File: src/sv/npl_pkg.sv
// Shared types and constants for the nearest point lookup block.
// Used by every module of the block except npl_ram; depends on nothing.
package npl_pkg;

  // Table size default; top level hands it down as MAX_POINTS
  localparam int DEF_MAX_POINTS = 1024;

  // Field widths fixed by the interface
  localparam int COORD_W    = 32;
  localparam int IDX_W      = 10;
  localparam int COUNT_W    = 11;
  localparam int CUTOFF_W   = 16;
  localparam int CFG_DATA_W = 16;
  localparam int SQ_W       = 2 * COORD_W;   // squared distance term, Q32.32
  localparam int SUM_W      = SQ_W + 2;      // sum of three terms, no overflow

  localparam logic [CUTOFF_W-1:0] CUTOFF_RESET = 16'd5000;

  // Configuration register indexes
  typedef enum logic [0:0] {
    REG_POINT_COUNT = 1'b0,
    REG_CUTOFF      = 1'b1
  } cfg_reg_t;

  // Input item kinds
  typedef enum logic [0:0] {
    MODE_LOAD  = 1'b0,
    MODE_QUERY = 1'b1
  } mode_t;

  // Controller states
  typedef enum logic [2:0] {
    ST_IDLE,
    ST_SCAN,
    ST_DRAIN,
    ST_FETCH,
    ST_RESULT
  } state_t;

  // Commands from controller to datapath
  typedef struct packed {
    logic load_write;   // write one table entry
    logic start_query;  // latch query point, reset bound and scan counter
    logic scan_issue;   // read next entry into the distance pipeline
    logic fetch_value;  // read value vector of the selected entry
    logic load_out;     // move result into the output register
  } ctrl_cmd_t;

  // Status from datapath to controller
  typedef struct packed {
    logic count_zero;   // nothing to search
    logic scan_last;    // scan counter at the last entry
    logic pipe_busy;    // distance pipeline still holds entries
    logic out_free;     // output register can take a result this cycle
  } dp_status_t;

endpackage

File: src/sv/npl_ctrl.sv
// Controller for the nearest point lookup: sequences load, scan, drain,
// value fetch and result handoff. Depends on npl_pkg.
module npl_ctrl (
  input  logic                clk,
  input  logic                rst,
  input  logic                in_valid,
  input  logic                mode,
  output logic                in_ready,
  input  npl_pkg::dp_status_t stat,
  output npl_pkg::ctrl_cmd_t  cmd
);

  npl_pkg::state_t state, state_next;
  logic            in_xfer;

  assign in_ready = (state == npl_pkg::ST_IDLE) && !rst;
  assign in_xfer  = in_valid && in_ready;

  // State register
  always_ff @(posedge clk) begin
    if (rst) begin
      state <= npl_pkg::ST_IDLE;
    end else begin
      state <= state_next;
    end
  end

  // Next state
  always_comb begin
    state_next = state;
    unique case (state)
      npl_pkg::ST_IDLE: begin
        if (in_xfer && (mode == npl_pkg::MODE_QUERY)) begin
          state_next = stat.count_zero ? npl_pkg::ST_FETCH : npl_pkg::ST_SCAN;
        end
      end
      npl_pkg::ST_SCAN: begin
        if (stat.scan_last) begin
          state_next = npl_pkg::ST_DRAIN;
        end
      end
      npl_pkg::ST_DRAIN: begin
        if (!stat.pipe_busy) begin
          state_next = npl_pkg::ST_FETCH;
        end
      end
      npl_pkg::ST_FETCH: begin
        state_next = npl_pkg::ST_RESULT;
      end
      npl_pkg::ST_RESULT: begin
        if (stat.out_free) begin
          state_next = npl_pkg::ST_IDLE;
        end
      end
      default: state_next = npl_pkg::ST_IDLE;
    endcase
  end

  // Command outputs
  always_comb begin
    cmd = '0;
    unique case (state)
      npl_pkg::ST_IDLE: begin
        cmd.load_write  = in_xfer && (mode == npl_pkg::MODE_LOAD);
        cmd.start_query = in_xfer && (mode == npl_pkg::MODE_QUERY);
      end
      npl_pkg::ST_SCAN:   cmd.scan_issue  = 1'b1;
      npl_pkg::ST_DRAIN:  cmd = '0;
      npl_pkg::ST_FETCH:  cmd.fetch_value = 1'b1;
      npl_pkg::ST_RESULT: cmd.load_out    = stat.out_free;
      default:            cmd = '0;
    endcase
  end

endmodule

File: config.mk
export PLATFORM = sky130hd
export DESIGN_NAME = npl_ctrl
export DESIGN_NICKNAME = d
export VERILOG_FILES = /design/src/sv/npl_pkg.sv /design/src/sv/npl_ctrl.sv
export SDC_FILE = /design/constraint.sdc
export NUM_CORES = 1
export LEC_CHECK = 0
export ABC_CLOCK_PERIOD_IN_PS = 1200
export BUFFER_PORTS_ARGS = -buffer_cell sky130_fd_sc_hd__clkbuf_2
export CORE_AREA = 2 2 39 41
export CTS_BUF_LIST = sky130_fd_sc_hd__clkbuf_4 sky130_fd_sc_hd__clkbuf_8
export DETAILED_ROUTE_END_ITERATION = 10
export DIE_AREA = 0 0 41 43
export PLACE_DENSITY = 0.43
export SLEW_MARGIN = 0
export SYNTH_ARGS = -nofsm -noshare
export SYNTH_HDL_FRONTEND = slang
export SYNTH_SLANG_ARGS = --single-unit
File: constraint.sdc
create_clock -name clk -period 1.2 [get_ports clk]
set_input_delay 0 -clock clk [delete_from_list [all_inputs] [get_ports clk]]
set_output_delay 0 -clock clk [all_outputs]
set_load 0.01 [all_outputs]
# --- Word level (Yosys, flattened, before mapping) ---
# Index checks and enable logic that the tools add are counted.
op_classes:
  eq_ne: 8
  n_mux: 10
  bitwise: 1
  reduce_logical: 7
ops:
  columns: ["op", "count"]
  rows:
  - ["$pmux W3 S5", 1]
  - ["$mux W3", 4]
  - ["$eq A3 B2 Y1 const B", 2]
  - ["$ne A2 B2 Y1 const B", 3]
  - ["$logic_and A1 B1 Y1", 4]
  - ["$mux W2", 2]
  - ["$reduce_and A4 Y1", 1]
  - ["$eq A3 B1 Y1 const B", 1]
  - ["$eq A3 B3 Y1 const B", 1]
  - ["$logic_not A3 Y1", 1]
  - ["$mux W1", 3]
  - ["$ne A2 B1 Y1 const B", 1]
  - ["$logic_not A1 Y1", 1]
  - ["$not A1 Y1", 1]
word_totals:
  ff_bits: 3
  in_bits: 8
  wordCells: 27

# --- Logic depth before layout (Yosys ltp) ---
# Gate-level depths: netlist of run 1.
depth:
  word_depth: 6
  ltp_mapped: 3

# --- Worst setup path after synthesis of run 1 ---
# OpenSTA, ideal clock, no wires.
synth_path:
  kind: "reg-to-output"
  startpoint: "reg state[1]"
  endpoint: "out cmd[4] (netlist name)"
  arrival_time_ps: 1003
  required_time_ps: 1200
  setup_slack_ps: 197
  stages_incl_launch_ff: 4
  path_buffers: 1
  cell_sequence: "dfxtp_1 -> buf_6 -> nor4_4 -> and3b_1"
synth_lines:
  columns: ["item", "line", "source"]
  rows:
  - ["start, declared", "npl_ctrl.sv:13", "npl_pkg::state_t state, state_next;"]
  - ["start signal, assigned", "npl_ctrl.sv:22", "state <= npl_pkg::ST_IDLE;"]
  - ["start signal, assigned", "npl_ctrl.sv:24", "state <= state_next;"]
  - ["end, declared", "npl_ctrl.sv:10", "output npl_pkg::ctrl_cmd_t cmd"]

==> results of run 1 <==
## metal layers
layer	share of wire, %	vias up
met1	37	115
met5	0	-
met4	1.8	0
met2	48	10
met3	13	2
li1	-	120
## timing repair
action / in CTS / in global routing
gates resized for setup: 3 / 3
setup endpoints to repair: 2 / 2
pin swaps: 2 / 2
setup buffers: 0 / 2
## kinds of logic (layout without fill, tap and decap cells)
| family | after synthesis | count (layout) | synth area share, % |
|---|---|---|---|
| buffers and inverters | 2 | 19 | 6.77 |
| AO/OA/AOI/OAI | 3 | 3 | 14.1 |
| flip-flops | 3 | 3 | 25.0 |
| AND/OR/NAND/NOR | 14 | 14 | 54.2 |
## through the flow
stage | instances | power, uW
CTS | 53 | 412
finish | 55 | 410
detailed placement | 49 | 197
floorplan | 22 | 173
global placement | 49 | 196
global route | 55 | 441
## power by group
part           switching (uW)  total (uW)  internal (uW)
Sequential               13.7         122            108
Combinational            32.1        83.2           51.1
Clock                    57.6         205            147
Total                     103         410            307
## Yosys cell counts
| library cell | number | share of area [%] |
|---|---|---|
| o31a_1 | 1 | 3.6 |
| nor3b_1 | 3 | 9.4 |
| nor4_4 | 1 | 8.9 |
| buf_2 | 1 | 2.1 |
| and3_1 | 1 | 2.6 |
| nand3b_1 | 1 | 3.1 |
| and3b_1 | 1 | 3.6 |
| and4bb_2 | 2 | 10 |
| nor4b_1 | 1 | 3.6 |
| o21ba_1 | 1 | 4.2 |
| a311oi_2 | 1 | 6.2 |
| and3b_2 | 1 | 4.2 |
| nand4b_1 | 1 | 3.6 |
| dfxtp_1 | 3 | 25 |
| nor2_1 | 1 | 1.6 |
| or2b_1 | 1 | 3.1 |
| buf_6 | 1 | 4.7 |
## area by class of cell
type | count | area (um2) | area share (%)
sequential | 3 | 66.3 | 18.4
timing repair buffer | 15 | 80.1 | 22.2
multi-input combinational | 17 | 164 | 45.5
clock buffer | 4 | 30.0 | 8.33
tap | 16 | 20.0 | 5.56
## path summary, 6_finish.rpt
kind / to / slack [ns] / from / cells past startpoint
min reg2reg: state[1] / 0.49 / state[2] / 1
max: cmd[4] / 0.02 / state[1] / 3
min: state[1] / 0.01 / rst / 2
max reg2reg: state[0] / 0.17 / state[1] / 3
==> impl_metrics.yaml, run 1 <==
clock_tree:
  cts_made_buffers: 3
  numClockSinks: 3
  cts_tree: "done"
  clock_path_buffers: 2
  clk_latency_ns: 0.24
  clkTransAtPathRegs_ns: 0.04
  htree_levels: 1
  cts_root_buffer: "clkbuf_4"
  hold_buffers: 0
placement:
  dp_hpwl_um: 432
  dpl-instance-area_um2: 309
  place_congestion: 0.704
  port_buffers: 13
  place_ws_ns: 0.0920
drt:
  first_pass_iters: 2
  vias: 247
  wl_per_cell_um: 10.4
  ant_nets: 0
  drc: 0
  totalWireLength_um: 570
  drt_iter0_drc: 5
  avgViaCountPerCell: 4.49
sta:
  layout_setup_ws_ns: 0.0246
  finalSetupViolCount: 0
  rsz0062_at_grt: "true"
  relSlewSlack_pct: 78.2
  fin_skew_ns: 0.00587
  finalSetupTns_ns: 0
  fmax_mhz: 851
  fin_crit_ns: 1.18
  worst_pin_slew_ns: 0.322
  hold_violations: 0
  period_share_pct: 98.0
  hold_slack_ns: 0.0150
  slew_violations: 0
synth:
  synth_area_um2: 240
  synth_fp_nets: 30
  syn_avg_cell_area_um2: 10.9
  syn-instance-count: 22
  synth.ff_latch_count: 3
  ys_seq_area_share_pct: 25.0
  synth_warnings: 0
  synth.distinct_cells: 17
setup_path:
  crit_path_max_fanout: 5
  critPathArrivalTime_ns: 1.18
  critPathKind: "register to primary output"
  crit_chain: "nor4_4 > and3b_1 > buf_2"
  slowest_delay_ns: 0.35
  crit_slowest_cell: "dfxtp_4"
  worstSetupEndpointType: "primary output"
  required_ns: 1.20
  path_buf_inv: 1
  cpLargestDelayFamily: "simple AND/OR/NAND/NOR gates"
  crit_path_start_kind: "register"
pwr:
  p_leak_uw: 0.000174
  power_density_nw_per_um2: 1140
  max-vdd-ir-drop_v: 0.000497
outcome:
  outcome: "finished, final reports clean"
global_routing:
  grtUsageMet3_pct: 7.85
  grt-ovfl-total: 0
  grt_max_degree: 12
  use_met1_pct: 7.01
  grt_pass1_vias: 198
  busiest_layer: "met2"
  grt_use_total_pct: 8.41
  use_met2_pct: 10.9
  grt_first_pass_wirelength_um: 855
  antenna_found_initial: 0
layout:
  top_register: "state"
  layout_common_cells: "clkbuf_2, clkbuf_4, nor3b_1"
  fillers: 160
  mostFrequentLayoutCell: "clkbuf_2"
  largest_reg_flops: 3
  top_regs: "state: 3 flops"
  final_nets: 48
  drive_gt1_share_pct: 69.2
  fin_area_um2: 360
  area_growth_pct: 50.0
  antennaDiodeCount: 0
  utilization_pct: 26.0
die:
  ios: 14
  num_rows: 14
  die_area_um2: 1760
  die_w_um: 41
  design.core.area_um2: 1380
  start_util_pct: 17.4
  fp.dieH_um: 43
flow_run:
  cap_viol_max_count: 0
worst_hold_path:
  hold_class: "input port to register"
No activity file was read; power rests on OpenSTA's default activity.
==> run 2, diff against run 1 <==
- ABC_CLOCK_PERIOD_IN_PS: 1200 -> 1100
- BUFFER_PORTS_ARGS: -buffer_cell sky130_fd_sc_hd__clkbuf_2 -> unset
- DONT_BUFFER_PORTS: unset -> 1
- PLACE_DENSITY: 0.43 -> 0.34
- clock period: 1.2 -> 1.1 ns (I/O delays scaled with it)
==> impl_metrics.yaml, run 2 (same netlist as run 1, synthesis figures left out) <==
drt:
  wl_per_cell_um: 12.2
  vias: 232
  totalWireLength_um: 634
  drt_iter0_drc: 4
  drc: 0
  avgViaCountPerCell: 4.46
  first_pass_iters: 4
  ant_nets: 0
sta:
  period_share_pct: 102
  hold_violations: 0
  finalSetupViolCount: 2
  fmax_mhz: 890
  fin_crit_ns: 1.12
  slew_violations: 0
  rsz0062_at_grt: "true"
  layout_setup_ws_ns: -0.0239
  finalSetupTns_ns: -0.0422
  fin_skew_ns: 0.00542
  worst_pin_slew_ns: 0.230
  relSlewSlack_pct: 84.5
layout:
  area_growth_pct: 65.6
  final_nets: 45
  fillers: 149
  top_regs: "state: 3 flops"
  drive_gt1_share_pct: 58.3
  largest_reg_flops: 3
  layout_common_cells: "dlygate4sd3_1, buf_4, clkbuf_4"
  antennaDiodeCount: 0
  utilization_pct: 28.8
  top_register: "state"
  seqCellArea_um2: 66.3
  multiInputGateArea_um2: 176
clock_tree:
  cts_made_buffers: 3
  htree_levels: 1
  clkTransAtPathRegs_ns: 0.04
  clk_latency_ns: 0.23
  numClockSinks: 3
  cts_root_buffer: "clkbuf_4"
  clock_path_buffers: 2
  cts_tree: "done"
setup_path:
  slowest_delay_ns: 0.34
  crit_path_max_fanout: 3
  worstSetupEndpointType: "primary output"
  crit_path_start_kind: "register"
  crit_chain: "nor4_4 > and3b_2"
  required_ns: 1.10
  critPathKind: "register to primary output"
  critPathLaunch: "state[1]"
  r2r-start: "state[1]"
  critPathArrivalTime_ns: 1.12
  crit_slowest_cell: "dfxtp_4"
pwr:
  max-vdd-ir-drop_v: 0.000455
  power_density_nw_per_um2: 1140
  p_sw_uw: 108
  p_leak_uw: 0.000166
  p_seq_share_pct: 27.4
  internal_power_uw: 347
  clkPwrFrac_pct: 48.2
  combinationalPowerShare_pct: 24.4
  finalPower_uw: 455
  switching_share_pct: 23.7
flow_run:
  cap_viol_max_count: 0
global_routing:
  grt_max_degree: 10
  grt-ovfl-total: 0
  grt_first_pass_wirelength_um: 993
  grt_use_total_pct: 8.52
  grt_pass1_vias: 232
  antenna_found_initial: 0
die:
  die_area_um2: 1760
  die_w_um: 41
  num_rows: 14
  ios: 14
  start_util_pct: 17.4
  design.core.area_um2: 1380
  fp.dieH_um: 43
placement:
  port_buffers: 0
  place_congestion: 0.676
  place_ws_ns: 0.00541
worst_hold_path:
  hp-start: "stat[2]"
  hold_class: "input port to register"
outcome:
  violations: "setup timing"
  outcome: "finished, violations left"
-- run 2: cell types whose count changed in the layout (fill, tap and decap cells not counted), moves of 2 or more --
cell,change
clkbuf_2,-11
dlygate4sd3_1,+6
buf_4,+4
buf_2,-2
-- run 2: layer usage --
layer	share of wire, %	global-route usage [%]	routed length (um)	up-vias
met1	41	9.27	260	109
met5	0	0	0	-
met4	0	2.00	0	0
met2	47	11.6	299	8
met3	12	8.38	74	0
li1	-	-	-	115
-- run 2: metrics by stage --
stage / area [um2] / std cells / hold slack (ns)
after CTS: 327 / 46 / -0.180
after global placement: 274 / 40 / 0.0777
after global routing: 398 / 52 / 0.118
after floorplan: 240 / 22 / 0.0241
after detailed placement: 274 / 40 / 0.0782
final: 398 / 52 / 0.0935
-- run 2: worst paths after layout --
path,cells after the start,end,slack [ns]
max,2,cmd[4],-0.02
min,2,state[0],0.09
max reg2reg,3,state[0],0.03
min reg2reg,1,state[1],0.49
-- run 2: area by class of cell --
| class | instances | area share, % |
|---|---|---|
| well taps | 16 | 5.03 |
| flip-flops and latches | 3 | 16.7 |
| clock buffers | 4 | 7.55 |
| multi-input cells | 17 | 44.3 |
| repair buffers | 12 | 26.4 |
-- run 2: repair_timing --
item | 4_1_cts | 5_1_grt
buffers inserted | 2 | 0
cloned | 0 | 0
pin swaps | 2 | 2
gates resized for setup | 5 | 2
setup endpoints to repair | 6 | 7
hold endpoints to repair | 3 | 3
-- run 2: critical path, delay by kind of cell, from the launching register on --
kind,cells,cell delay (ns)
AND/OR/NAND/NOR,2,0.54
flip-flops,1,0.34
-- run 2: power by group through the flow --
stage	combinational (uW)	clock (uW)	sequential, uW
after floorplan	67.7	0	121
after detailed placement	71.7	0	132
after global routing	121	236	126
after CTS	89.4	229	124
after global placement	71.7	0	132
final	111	219	125
